**config.mk**
```make
export PLATFORM = sky130hd
export DESIGN_NAME = text_run_length_decoder
export DESIGN_NICKNAME = d
export VERILOG_FILES = /design/src/rtl/trld_pkg.sv /design/src/rtl/text_run_length_decoder.sv /design/src/rtl/trld_front.sv /design/src/rtl/trld_queue.sv /design/src/rtl/trld_back.sv
export SDC_FILE = /design/constraint.sdc
export NUM_CORES = 1
export LEC_CHECK = 0
export BUFFER_PORTS_ARGS = -buffer_cell sky130_fd_sc_hd__buf_4
export CAP_MARGIN = 25
export CELL_PAD_IN_SITES_DETAIL_PLACEMENT = 0
export CELL_PAD_IN_SITES_GLOBAL_PLACEMENT = 1
export CORE_UTILIZATION = 35
export DETAILED_ROUTE_END_ITERATION = 10
export GPL_ROUTABILITY_DRIVEN = 0
export GPL_TIMING_DRIVEN = 0
export PLACE_DENSITY_LB_ADDON = 0.1
export SLEW_MARGIN = 20
export SYNTH_ARGS = -nofsm -noshare
export SYNTH_HDL_FRONTEND = slang
export SYNTH_HIERARCHICAL = 1
export SYNTH_SLANG_ARGS = --single-unit
```
**constraint.sdc**
```tcl
create_clock -name aclk -period 9.7 [get_ports aclk]
set_clock_uncertainty 0.1 [all_clocks]
set_input_delay 1.94 -clock aclk [delete_from_list [all_inputs] [get_ports aclk]]
set_output_delay 1.94 -clock aclk [all_outputs]
set_load 0.005 [all_outputs]
```
**src/rtl/trld_pkg.sv**
```systemverilog
// Shared types and constants for the text run-length decoder.
`default_nettype none

package trld_pkg;

    localparam int QUEUE_DEPTH = 4;
    localparam int QUEUE_AW    = $clog2(QUEUE_DEPTH);
    localparam int QUEUE_CW    = $clog2(QUEUE_DEPTH + 1);

    localparam logic [1:0] STATUS_RUN = 2'd0;
    localparam logic [1:0] STATUS_OK  = 2'd1;
    localparam logic [1:0] STATUS_ERR = 2'd2;

    localparam logic [7:0] CHAR_SPACE = 8'h20;
    localparam logic [7:0] CHAR_LF    = 8'h0A;
    localparam logic [7:0] CHAR_TAB   = 8'h09;
    localparam logic [7:0] CHAR_CR    = 8'h0D;
    localparam logic [7:0] CHAR_DEL   = 8'h7F;
    localparam logic [7:0] CHAR_PLUS  = 8'h2B;
    localparam logic [7:0] CHAR_DASH  = 8'h2D;
    localparam logic [7:0] CHAR_ZERO  = 8'h30;
    localparam logic [7:0] CHAR_NINE  = 8'h39;

    typedef struct packed {
        logic       end_mark;
        logic [7:0] data_byte;
        logic       is_blank;
        logic       is_lf;
        logic       is_ctrl;
        logic       is_digit;
        logic       is_space;
        logic       is_sign;
        logic       is_dash;
    } item_t;

endpackage

`default_nettype wire

```
**src/rtl/text_run_length_decoder.sv**
```systemverilog
// Top level of the text run-length decoder: front, queue and parser.
// Throughput: one byte transaction per cycle while the output is not stalled.
// A byte's transaction writes it into the queue; the parser then takes it and registers
// its result, offered on m_tvalid. The four-entry queue absorbs output stalls.
// Reset (aresetn low, synchronous) empties the queue and the output register and
// returns the parser to the run boundary with a zero count and clear flags.
`default_nettype none

module text_run_length_decoder #(
    parameter int COUNT_WIDTH = 16
) (
    input  wire logic        aclk,
    input  wire logic        aresetn,
    input  wire logic        s_tvalid,
    output logic             s_tready,
    input  wire logic [7:0]  s_tdata,   // [7:0] data_byte
    input  wire logic        s_tuser,   // [0] end_mark
    output logic             m_tvalid,
    input  wire logic        m_tready,
    output logic [31:0]      m_tdata,   // [7:0] run_symbol, [23:8] run_length, [25:24] status
    output logic             m_tlast    // last
);
    import trld_pkg::*;

    item_t push_item;
    item_t pop_item;
    logic  push;
    logic  queue_full;
    logic  queue_empty;
    logic  back_ready;

    trld_front u_front (
        .s_tvalid   (s_tvalid),
        .s_tready   (s_tready),
        .s_tdata    (s_tdata),
        .s_tuser    (s_tuser),
        .queue_full (queue_full),
        .push       (push),
        .push_item  (push_item)
    );

    trld_queue u_queue (
        .aclk      (aclk),
        .aresetn   (aresetn),
        .push      (push),
        .push_item (push_item),
        .full      (queue_full),
        .pop       (back_ready),
        .pop_item  (pop_item),
        .empty     (queue_empty)
    );

    trld_back #(
        .COUNT_WIDTH (COUNT_WIDTH)
    ) u_back (
        .aclk     (aclk),
        .aresetn  (aresetn),
        .in_valid (!queue_empty),
        .in_item  (pop_item),
        .in_ready (back_ready),
        .m_tvalid (m_tvalid),
        .m_tready (m_tready),
        .m_tdata  (m_tdata),
        .m_tlast  (m_tlast)
    );

endmodule

`default_nettype wire

```
**src/rtl/trld_front.sv**
```systemverilog
// Input side: accepts stream transactions and classifies each byte.
`default_nettype none

module trld_front (
    input  wire logic          s_tvalid,
    output logic               s_tready,
    input  wire logic [7:0]    s_tdata,   // [7:0] data_byte
    input  wire logic          s_tuser,   // [0] end_mark
    input  wire logic          queue_full,
    output logic               push,
    output trld_pkg::item_t    push_item
);
    import trld_pkg::*;

    logic [7:0] b;

    assign b        = s_tdata;
    assign s_tready = !queue_full;
    assign push     = s_tvalid && !queue_full;

    always_comb begin
        push_item.end_mark  = s_tuser;
        push_item.data_byte = b;
        push_item.is_blank  = (b == CHAR_SPACE) || (b >= CHAR_TAB && b <= CHAR_CR);
        push_item.is_lf     = (b == CHAR_LF);
        push_item.is_ctrl   = (b < CHAR_SPACE) || (b == CHAR_DEL);
        push_item.is_digit  = (b >= CHAR_ZERO) && (b <= CHAR_NINE);
        push_item.is_space  = (b == CHAR_SPACE);
        push_item.is_sign   = (b == CHAR_PLUS) || (b == CHAR_DASH);
        push_item.is_dash   = (b == CHAR_DASH);
    end

endmodule

`default_nettype wire

```
**src/rtl/trld_queue.sv**
```systemverilog
// Short queue of classified bytes between the front and the parser.
`default_nettype none

module trld_queue (
    input  wire logic            aclk,
    input  wire logic            aresetn,
    input  wire logic            push,
    input  trld_pkg::item_t      push_item,
    output logic                 full,
    input  wire logic            pop,
    output trld_pkg::item_t      pop_item,
    output logic                 empty
);
    import trld_pkg::*;

    item_t                 mem [QUEUE_DEPTH];
    logic [QUEUE_AW-1:0]   wr_ptr_reg, wr_ptr_next;
    logic [QUEUE_AW-1:0]   rd_ptr_reg, rd_ptr_next;
    logic [QUEUE_CW-1:0]   count_reg, count_next;
    logic                  do_push, do_pop;

    assign full     = (count_reg == QUEUE_CW'(QUEUE_DEPTH));
    assign empty    = (count_reg == '0);
    assign do_push  = push && !full;
    assign do_pop   = pop && !empty;
    assign pop_item = mem[rd_ptr_reg];

    always_comb begin
        wr_ptr_next = do_push ? QUEUE_AW'(wr_ptr_reg + 1'b1) : wr_ptr_reg;
        rd_ptr_next = do_pop ? QUEUE_AW'(rd_ptr_reg + 1'b1) : rd_ptr_reg;
        count_next  = count_reg;
        if (do_push && !do_pop) begin
            count_next = QUEUE_CW'(count_reg + 1'b1);
        end else if (do_pop && !do_push) begin
            count_next = QUEUE_CW'(count_reg - 1'b1);
        end
    end

    always_ff @(posedge aclk) begin
        if (do_push) begin
            mem[wr_ptr_reg] <= push_item;
        end
    end

    always_ff @(posedge aclk) begin
        if (!aresetn) begin
            wr_ptr_reg <= '0;
            rd_ptr_reg <= '0;
            count_reg  <= '0;
        end else begin
            wr_ptr_reg <= wr_ptr_next;
            rd_ptr_reg <= rd_ptr_next;
            count_reg  <= count_next;
        end
    end

endmodule

`default_nettype wire

```
**src/rtl/trld_back.sv**
```systemverilog
// Parser: steps the run grammar on each classified byte and registers results.
`default_nettype none

module trld_back #(
    parameter int COUNT_WIDTH = 16
) (
    input  wire logic          aclk,
    input  wire logic          aresetn,
    input  wire logic          in_valid,
    input  trld_pkg::item_t    in_item,
    output logic               in_ready,
    output logic               m_tvalid,
    input  wire logic          m_tready,
    output logic [31:0]        m_tdata,   // [7:0] run_symbol, [23:8] run_length, [25:24] status
    output logic               m_tlast    // last
);
    import trld_pkg::*;

    localparam int WW = COUNT_WIDTH + 4;

    localparam logic [2:0] PH_BOUNDARY = 3'd0;
    localparam logic [2:0] PH_BLANKS   = 3'd1;
    localparam logic [2:0] PH_SIGNED   = 3'd2;
    localparam logic [2:0] PH_DIGITS   = 3'd3;
    localparam logic [2:0] PH_SYMBOL   = 3'd4;
    localparam logic [2:0] PH_ESCAPED  = 3'd5;

    logic [2:0]             phase_reg, phase_next;
    logic [COUNT_WIDTH-1:0] acc_reg, acc_next;
    logic                   neg_reg, neg_next;
    logic                   err_reg, err_next;
    logic                   fin_reg, fin_next;

    logic                   out_valid_reg, out_valid_next;
    logic [7:0]             out_sym_reg, out_sym_next;
    logic [15:0]            out_len_reg, out_len_next;
    logic [1:0]             out_status_reg, out_status_next;
    logic                   out_last_reg, out_last_next;

    logic                   load;
    logic                   emit;
    logic                   start_count;
    logic                   add_digit;
    logic                   finish_run;
    logic [WW-1:0]          scaled;
    logic                   digit_ovf;

    assign in_ready = !out_valid_reg || m_tready;
    assign load     = in_valid && in_ready;

    assign scaled = WW'({acc_reg, 3'b000}) + WW'({acc_reg, 1'b0})
                  + WW'(in_item.data_byte[3:0]);
    assign digit_ovf = |scaled[WW-1:COUNT_WIDTH];

    always_comb begin
        phase_next      = phase_reg;
        acc_next        = acc_reg;
        neg_next        = neg_reg;
        err_next        = err_reg;
        fin_next        = fin_reg;
        emit            = 1'b0;
        start_count     = 1'b0;
        add_digit       = 1'b0;
        finish_run      = 1'b0;
        out_sym_next    = out_sym_reg;
        out_len_next    = out_len_reg;
        out_status_next = out_status_reg;
        out_last_next   = out_last_reg;

        if (in_item.end_mark) begin
            emit            = 1'b1;
            out_sym_next    = '0;
            out_len_next    = '0;
            out_last_next   = 1'b1;
            out_status_next = (err_reg || (!fin_reg && phase_reg != PH_BOUNDARY))
                              ? STATUS_ERR : STATUS_OK;
            phase_next      = PH_BOUNDARY;
            acc_next        = '0;
            neg_next        = 1'b0;
            err_next        = 1'b0;
            fin_next        = 1'b0;
        end else if (!err_reg && !fin_reg) begin
            unique case (phase_reg)
                PH_BOUNDARY: begin
                    if (in_item.is_ctrl) begin
                        fin_next = 1'b1;
                    end else if (in_item.is_space) begin
                        phase_next = PH_BLANKS;
                    end else begin
                        start_count = 1'b1;
                    end
                end
                PH_BLANKS: begin
                    if (in_item.is_lf) begin
                        err_next = 1'b1;
                    end else if (!in_item.is_blank) begin
                        start_count = 1'b1;
                    end
                end
                PH_SIGNED: begin
                    if (in_item.is_digit) begin
                        add_digit = 1'b1;
                    end else begin
                        err_next = 1'b1;
                    end
                end
                PH_DIGITS, PH_SYMBOL: begin
                    if (phase_reg == PH_DIGITS && in_item.is_digit) begin
                        add_digit = 1'b1;
                    end else if (in_item.is_lf) begin
                        err_next = 1'b1;
                    end else if (in_item.is_blank) begin
                        phase_next = PH_SYMBOL;
                    end else if (in_item.is_dash) begin
                        phase_next = PH_ESCAPED;
                    end else begin
                        finish_run = 1'b1;
                    end
                end
                PH_ESCAPED: begin
                    if (in_item.is_lf) begin
                        err_next = 1'b1;
                    end else if (!in_item.is_blank) begin
                        finish_run = 1'b1;
                    end
                end
                default: begin
                    err_next = 1'b1;
                end
            endcase

            if (start_count) begin
                if (in_item.is_sign) begin
                    neg_next   = in_item.is_dash;
                    phase_next = PH_SIGNED;
                end else if (in_item.is_digit) begin
                    add_digit = 1'b1;
                end else begin
                    err_next = 1'b1;
                end
            end

            if (add_digit) begin
                if (digit_ovf) begin
                    err_next = 1'b1;
                end else begin
                    acc_next   = scaled[COUNT_WIDTH-1:0];
                    phase_next = PH_DIGITS;
                end
            end

            if (finish_run) begin
                if (!neg_reg && acc_reg != '0) begin
                    emit            = 1'b1;
                    out_sym_next    = in_item.data_byte;
                    out_len_next    = 16'(acc_reg);
                    out_status_next = STATUS_RUN;
                    out_last_next   = 1'b0;
                end
                acc_next   = '0;
                neg_next   = 1'b0;
                phase_next = PH_BOUNDARY;
            end
        end

        out_valid_next = (out_valid_reg && !m_tready) || (load && emit);
    end

    always_ff @(posedge aclk) begin
        if (!aresetn) begin
            phase_reg     <= PH_BOUNDARY;
            acc_reg       <= '0;
            neg_reg       <= 1'b0;
            err_reg       <= 1'b0;
            fin_reg       <= 1'b0;
            out_valid_reg <= 1'b0;
        end else begin
            out_valid_reg <= out_valid_next;
            if (load) begin
                phase_reg <= phase_next;
                acc_reg   <= acc_next;
                neg_reg   <= neg_next;
                err_reg   <= err_next;
                fin_reg   <= fin_next;
            end
        end
    end

    always_ff @(posedge aclk) begin
        if (load && emit) begin
            out_sym_reg    <= out_sym_next;
            out_len_reg    <= out_len_next;
            out_status_reg <= out_status_next;
            out_last_reg   <= out_last_next;
        end
    end

    assign m_tvalid = out_valid_reg;
    assign m_tdata  = {6'b000000, out_status_reg, out_len_reg, out_sym_reg};
    assign m_tlast  = out_last_reg;

endmodule

`default_nettype wire
```
---- Word level (Yosys, flattened, before mapping) ----
Memories as Yosys holds them, arrays and structs flattened. A register that Yosys moved wholly into a read port is not among the register bits.
Index checks and enable logic that the tools add are counted.
Widths: inputs -> output; s select.
storage, ports and cells
  register bits after elaboration ......... 57
  bits in writable memories ............... 64
  input bits .............................. 13
  output and inout port bits .............. 35
  logic and storage cells ................. 171
  memories ................................ 1
operators by class
  add/subtract/negate cells ............... 6
  $lt $le $gt $ge ......................... 5
  eq/ne operators ......................... 12
  muxes and demuxes ....................... 85
  reductions and logical operators ........ 49
memory list
  name         words  bits a word  read ports  clocked after memory_dff  write ports  RTL line          source
  u_queue.mem  4      16           1           1                         1            trld_queue.sv:16  item_t mem [QUEUE_DEPTH];
operator list
  operator            number
  $mux 16             8
  $mux 1              47
  $mux 3              15
  $eq 8x6->1 const B  3
  $mux 8              3
  $add 19x17->20      1
  $add 20x4->20       1
  $reduce_and 4->1    4
  $reduce_bool 16->1  1
  $mux 2              7
  $logic_and 1x1->1   13
  $reduce_bool 2->1   6
  $reduce_bool 3->1   4
  $eq 3x3->1 const B  3
  $logic_not 1->1     9
  $eq 8x4->1 const B  1
  $eq 8x7->1 const B  1
  $ge 8x4->1 const B  1
  $ge 8x6->1 const B  1
  $le 8x4->1 const B  1
  $le 8x6->1 const B  1
  $lt 8x6->1 const B  1
  $eq 3x2->1 const B  2
  $logic_not 3->1     2
  other kinds (12)    21

---- Depth between registers and ports, before layout ----
Gate-level depths: netlist of the first run.
  word-level depth ........................ 13
  gate-level depth with buffers ........... 15
  depth with buffers taken out ............ 12

---- Hierarchy ----
The synthesis of the first run kept the hierarchy.
modules (own cells, without submodules)
  module                   times used  cells an instance  area an instance (µm²)
  trld_back                1           402                3656.0
  trld_queue               1           132                2812.7
  trld_front               1           33                 235.2
  text_run_length_decoder  1           1                  3.8

---- Least setup slack after synthesis of the first run ----
Ideal clock, no wire load.
  path kind ............................... flip-flop to flip-flop
  start ................................... register with a tool-made name
  end ..................................... register u_back.acc_reg[10]
  library setup time ...................... 122 ps
  arrival ................................. 3711 ps
  required time ........................... 9478 ps
  slack ................................... 5767 ps
  stages on the path, launching flop included .. 14
  path buffers ............................ 2
  clock period less this slack ............ 3933 ps
  cells stage by stage .................... dfxtp_1 > buf_6 > mux4_2 > inv_1 > fa_1 > fa_1 > nor2b_4 > o31a_1 > o21ai_2 > o311ai_1 > mux2i_1 > and4_4 > buf_12 > o21ai_2
RTL lines
  what                  RTL line          source
  to (signal assigned)  trld_back.sv:181  acc_reg <= acc_next;
  to (decl)             trld_back.sv:29   logic [COUNT_WIDTH-1:0] acc_reg, acc_next;

==> results.json, run 1 <==
{
  "final_cell_mix": "91 x edfxtp_1, 55 x buf_4, 36 x ha_1",
  "hpwlAfterDp_um": 12100,
  "die_h_um": 140,
  "fin_nets": 683,
  "viasPerCell": 5.36,
  "crit_top_cell": "fa_1",
  "final_core_util": 0.420,
  "numCtsBuffers": 17,
  "worst_hold_slack_ns": 0.416,
  "setup_ws_ns": 4.98,
  "path_class": "reg2reg",
  "tightestPinTransition_ns": 0.970,
  "via_count": 4697,
  "cts-resized-gates": 0,
  "die_area_mm2": 0.0197,
  "yosysSeqAreaShare": 0.503,
  "grtUsageTotal": 0.179,
  "leakage_nw": 3.09,
  "grt_pass1_wl_um": 26100,
  "timing.max_slew.rel_slack": 0.354,
  "cts_tree": "built",
  "tns_ns": 0,
  "netlist-cell-type-count": 69,
  "max_stage_delay_ns": 0.68,
  "post_drt_wl_per_cell_um": 18.7,
  "cts_buffer_depth": 2,
  "post-cts-setup-buffers": 0,
  "antenna_found_initial": 0,
  "grt_pass1_vias": 4736,
  "final_common_cell": "edfxtp_1",
  "grt_max_degree": 28,
  "post-place-ws_ns": 4.99,
  "startpoint_type": "flop",
  "fmax_mhz": 212,
  "wl_um": 16400,
  "core-area_mm2": 0.0188,
  "grt.overflow.total": 0,
  "htree_levels": 4,
  "largest_reg_flops": 64,
  "drive_above_1_share": 0.216,
  "async_flop_share": 0,
  "yosys_warnings": 6,
  "drc_errors": 0,
  "whs_path_depth": 2,
  "p_total_mw": 1.93,
  "synthFlopType": "edfxtp_1",
  "antennaDiodeCount": 0,
  "dr.pass1.iters": 5,
  "path_cells": "buf_6 > mux4_2 > inv_1 > fa_1 > fa_1 > nor2b_4 > o31a_1 > o21ai_2 > o311ai_1 > mux2i_1 > clkbuf_1 > nand3_1 > o2bb2ai_1",
  "fillers": 1805,
  "end_kind": "flop",
  "netlist_area_mm2": 0.00671,
  "final_max_slew_viol_count": 0,
  "period_minus_slack_ns": 4.72,
  "hold_violations": 0,
  "worstRegToRegCells": 13,
  "critical_path.max_fanout": 10,
  "synth_edf_count": 91,
  "cap_violations": 0,
  "min_path_type": "reg2reg",
  "crit_arrival_ns": 4.92,
  "clkSinkCount": 123,
  "p_per_area_mw_per_mm2": 245,
  "port_buffers": 39,
  "setup_viol": 0,
  "syn_inst": 568,
  "ys_ff_latch": 123,
  "post-route-period-util": 0.486,
  "insertion_delay_ns": 0.42,
  "status": "completed",
  "syn_to_final_growth_pct": 17.6,
  "io_pins": 48,
  "cts_hold_buf": 0,
  "drt-initial-drc-count": 219,
  "rows": 50,
  "start_util": 0.357,
  "die_w_um": 140,
  "drtAntennaViolNets": 0,
  "crit_slowest_cell": "mux2i_1",
  "required_ns": 9.90,
  "clk_pin_slew_ns": 0.05,
  "syn_avg_cell_area_um2": 11.8,
  "grt_setup_unrepaired": "false",
  "clock-root-buffer": "clkbuf_16",
  "ir_drop_uv": 142
}
where the power goes:
part           leakage, nW  switching (mW)  total, mW  internal [mW]
logic                 1.67           0.354      0.598          0.244
clock network        0.279           0.231      0.608          0.377
registers             1.15          0.0428      0.728          0.685
metal layers:
layer | track usage | share of wire | up-vias
met2 | 0.299 | 0.49 | 86
met3 | 0.0414 | 0.029 | 21
met5 | 0 | 0 | -
met1 | 0.228 | 0.47 | 2291
li1 | - | - | 2299
met4 | 0.0573 | 0.016 | 0
final cells by class:
class	count	area (um2)	area share
Sequential cell	123	3370	0.428
Multi-Input combinational cell	381	2980	0.378
Clock buffer	17	425	0.0539
Timing Repair Buffer	39	293	0.0371
Tap cell	234	293	0.0371
Buffer	44	278	0.0352
Clock inverter	14	148	0.0187
Inverter	25	93.8	0.0119
cell usage after synthesis (all sizes together), types with 3 or more instances:
master | count | area, um2
edfxtp | 91 | 2730
ha | 36 | 450
dfxtp | 32 | 641
nand2 | 27 | 101
nor2b | 27 | 176
o21ai | 27 | 180
inv | 25 | 93.8
buf | 24 | 203
nand3 | 24 | 120
nor2 | 24 | 90.1
clkbuf | 20 | 75.1
a21oi | 17 | 92.6
nor3 | 17 | 96.4
mux4 | 16 | 360
and3 | 15 | 93.8
a41oi | 14 | 123
and2 | 11 | 68.8
nor4 | 11 | 68.8
nand2b | 9 | 58.8
nand4 | 9 | 56.3
o211ai | 9 | 67.6
xnor2 | 8 | 70.1
a21o | 6 | 45.0
a31oi | 6 | 37.5
nor3b | 5 | 47.5
xor2 | 5 | 43.8
mux2i | 4 | 40.0
o31ai | 4 | 35.0
a211oi | 3 | 22.5
fa | 3 | 60.1
nor4b | 3 | 26.3
o211a | 3 | 30.0
o311ai | 3 | 26.3
or3 | 3 | 23.8
metrics by stage:
stage	instance area, um2	std cells
2_1_floorplan	6730	573
3_3_place_gp	7310	846
3_5_place_dp	7310	846
4_1_cts	7890	877
5_1_grt	7890	877
6_report	7890	877
logic make-up (layout without fill, tap and decap cells):
group                      Yosys count  count (layout)  synth area share
xor gates and xnor gates            13              13            0.0170
other                                1               6          0.000559
buffers and inverters               69             139            0.0554
AOI/OAI and AO/OA                  112             112             0.126
and+or+nand+nor                    189             189             0.159
adders and majority gates           39              39            0.0761
muxes                               22              22            0.0630
DFF                                123             123             0.503
critical path, delay by kind of cell (launching register included):
kind | cells | cell delay [ns]
DFF | 1 | 0.33
muxes | 2 | 1.23
adders and majority gates | 2 | 0.94
buffers and inverters | 3 | 0.73
and+or+nand+nor | 2 | 0.33
AOI/OAI and AO/OA | 4 | 0.94
final timing paths:
kind	startpoint	to	slack (ns)
setup / recovery	flop	u_back/err_reg	4.98
hold / removal	u_queue/wr_ptr_reg[1]	u_queue/wr_ptr_reg[1]	0.42
setup reg to reg	flop	u_back/err_reg	4.98
hold reg to reg	u_queue/wr_ptr_reg[1]	u_queue/wr_ptr_reg[1]	0.42
(Power assumes the default switching activity.)
==> run 2: changes to the inputs <==
--- a/config.mk
+++ b/config.mk
@@ -5,6 +5,7 @@
 export SDC_FILE = /design/constraint.sdc
 export NUM_CORES = 1
 export LEC_CHECK = 0
+export ABC_AREA = 1
 export BUFFER_PORTS_ARGS = -buffer_cell sky130_fd_sc_hd__buf_4
 export CAP_MARGIN = 25
 export CELL_PAD_IN_SITES_DETAIL_PLACEMENT = 0
==> constraint.sdc (replaced) <==
create_clock -name aclk -period 4.1 [get_ports aclk]
set_clock_uncertainty 0.1 [all_clocks]
set_input_delay 0.82 -clock aclk [delete_from_list [all_inputs] [get_ports aclk]]
set_output_delay 0.82 -clock aclk [all_outputs]
set_load 0.005 [all_outputs]
==> run 2 against run 1 <==
Effect of this change:
- non-clock buffer count down 6
- setup slack worse by 4.6 ns
- maximum frequency up 27%
- critical path depth increased by 9
- largest power group is now combinational cells
==> results.json, run 2 <==
{
  "drc_errors": 0,
  "end_kind": "flop",
  "grt_pass1_vias": 5265,
  "crit_family": "simple AND/OR/NAND/NOR gates",
  "numCtsBuffers": 17,
  "setup_viol": 0,
  "synth_commonest_cells": "144 x nand2_1, 114 x nor2_1, 103 x inv_1",
  "drtAntennaViolNets": 0,
  "path_class": "reg2reg",
  "wl_um": 16100,
  "synth_edf_count": 91,
  "clk_pin_slew_ns": 0.06,
  "largest_reg_flops": 64,
  "synth_mux_area_frac": 0,
  "p_clk_frac": 0.255,
  "synth_xor_area_frac": 0.0105,
  "crit_slowest_cell": "fa_2",
  "syn_avg_cell_area_um2": 8.72,
  "crit_arrival_ns": 3.90,
  "grt_setup_unrepaired": "false",
  "netlist-cell-type-count": 44,
  "ir_drop_uv": 384,
  "rrSetupSlack_ns": 0.40,
  "post-cts-setup-buffers": 0,
  "post-route-period-util": 0.903,
  "grt_pass1_wl_um": 26600,
  "hold_violations": 0,
  "min_path_type": "reg2reg",
  "worst_hold_slack_ns": 0.378,
  "yosysTopAreaCellShare": 0.408,
  "pwr-share-comb": 0.420,
  "via_count": 5238,
  "antenna_found_initial": 0,
  "whs_path_depth": 2,
  "startpoint_type": "flop",
  "grtUsageMet3": 0.0373,
  "timing.max_slew.rel_slack": 0.528,
  "grtUsageTotal": 0.178,
  "antennaDiodeCount": 0,
  "final_common_cell": "nand2_1",
  "clock-root-buffer": "clkbuf_16",
  "yosysMostFrequentCell": "nand2_1",
  "htree_levels": 4,
  "use_met2": 0.328,
  "period_minus_slack_ns": 3.70,
  "final_cell_mix": "143 x nand2_1, 108 x nor2_1, 103 x inv_1",
  "tns_ns": 0,
  "path_cells": "inv_2 > clkbuf_4 > o21ai_1 > o22ai_1 > inv_1 > fa_2 > fa_1 > inv_1 > nand2_1 > nand2_1 > nand3_1 > nand2_1 > nand2_1 > nand3_1 > nand2_1 > nor2_2 > nand3_2 > nand2_2 > buf_6 > nand3_1 > nand2_1 > nor2_1",
  "busiest_layer": "met2",
  "synthFlopType": "edfxtp_1",
  "critPathBufInv": 5,
  "yosys_warnings": 6,
  "grt_max_degree": 28,
  "leakage_nw": 3.60,
  "ys_top_cells_by_area": "edfxtp_1 41%, dfxtp_1 9.6%, nand2_1 8.1%, ha_1 6.7%, nor2_1 6.4%",
  "hpwlAfterDp_um": 12200,
  "hold_start": "u_back/neg_reg",
  "syn_to_final_growth_pct": 19.4,
  "yosysSeqAreaShare": 0.504,
  "post_drt_wl_per_cell_um": 14.9,
  "ys_ff_latch": 123,
  "rows": 50,
  "final_max_slew_viol_count": 0,
  "cts_hold_buf": 0,
  "required_ns": 4.30,
  "max_stage_delay_ns": 0.52,
  "status": "completed",
  "hold-path-endpoint": "u_back/neg_reg",
  "synth_compound_area_frac": 0.0889,
  "seqPwrFrac": 0.324,
  "start_util": 0.358,
  "insertion_delay_ns": 0.42,
  "die_area_mm2": 0.0197,
  "cts_tree": "built",
  "worstRegToRegCells": 22,
  "viasPerCell": 4.84,
  "tightestPinTransition_ns": 0.705,
  "async_flop_share": 0,
  "cts_buffer_depth": 2,
  "netlist_area_mm2": 0.00670,
  "crit_top_cell": "nand2_1",
  "drt-initial-drc-count": 239,
  "critical_path.max_fanout": 10,
  "grt.overflow.total": 0,
  "fmax_mhz": 270,
  "die_h_um": 140,
  "internal_power_mw": 3.53,
  "synth_fa_ha_area_frac": 0.0762,
  "p_per_area_mw_per_mm2": 722,
  "grtUsageMet1": 0.202,
  "synthSimpleGateAreaFrac": 0.224,
  "r2r_end": "u_back/acc_reg[12]",
  "p_sw_frac": 0.389,
  "synth_top_area_cell": "edfxtp_1",
  "fin_nets": 888,
  "syn_inst": 768,
  "clkSinkCount": 123,
  "die_w_um": 140,
  "io_pins": 48,
  "dr.pass1.iters": 5,
  "port_buffers": 40,
  "cap_violations": 0,
  "core-area_mm2": 0.0187,
  "drive_above_1_share": 0.172,
  "netSwitchingPower_mw": 2.25,
  "synth_top_family_by_area": "simple AND/OR/NAND/NOR gates"
}
run 2: cell count changes after synthesis, moves of 16 or more:
cell,change
inv_1,+78
a21oi_1,+23
o21ai_1,+26
nand2_1,+117
nor2b_1,-26
mux4_2,-16
clkbuf_1,-16
nor2_1,+90
run 2: kinds of logic (layout without fill, tap and decap cells):
kind of cell	count (synthesis)	in the layout
simple gates	342	342
buf+inv	147	223
flops	123	123
compound gates	108	108
fa+ha+maj	39	39
xor+xnor	8	8
other cells	1	6
run 2: cell type report:
cell class | count | area [um2]
plain buffers | 33 | 231
flip-flops and latches | 123 | 3380
clock buffers | 19 | 433
inverters | 114 | 430
well taps | 234 | 293
multi-input cells | 503 | 2730
clock inverters | 13 | 150
repair buffers | 44 | 349
fillers | 1886 | 10700
run 2: how the worst max path moves through the flow:
| stage | start | end | slack [ns] | cells past startpoint |
|---|---|---|---|---|
| floorplan | flop | u_back/acc_reg[14] | 0.94 | 22 |
| global placement | flop | u_back/out_len_reg[8] | 0.12 | 11 |
| detailed placement | flop | u_back/acc_reg[10] | 0.08 | 22 |
| CTS | flop | u_back/acc_reg[10] | 0.07 | 22 |
| global route | flop | u_back/acc_reg[3] | 0.008 | 21 |
| finish | flop | u_back/acc_reg[12] | 0.40 | 22 |
run 2: through the flow:
stage	area [um2]	total power [mW]	setup WS (ns)	instances	utilization
after floorplan	6720	3.45	0.945	773	-
after CTS	7960	5.81	0.0662	1083	0.425
after detailed placement	7370	4.32	0.0826	1051	0.394
after global routing	8000	6.21	0.00768	1083	0.427
final	8000	5.77	0.397	1083	0.427
after global placement	7310	4.25	0.117	1047	0.391
run 2: worst min-delay path: stages, from the launching register on:
cell     delay (ns)
dfxtp_1        0.31
o21ai_0        0.07
a21oi_1        0.06
run 2: metal layers:
| metal | up-vias | share of wire |
|---|---|---|
| met5 | - | 0 |
| met4 | 0 | 0.014 |
| met3 | 17 | 0.036 |
| met2 | 98 | 0.52 |
| met1 | 2454 | 0.43 |
| li1 | 2669 | - |
run 2: power by group through the flow:
stage                     Combinational [mW]  Clock, mW  Sequential (mW)
after floorplan                         1.57          0             1.87
after global placement                  2.35          0             1.90
after detailed placement                2.42          0             1.90
after CTS                               2.43       1.51             1.88
after global routing                    2.73       1.57             1.91
final                                   2.43       1.47             1.87
run 2: repair_timing:
action	CTS	global route
setup endpoints to repair	0	17
hold endpoints to repair	0	0
gates resized for setup	0	15
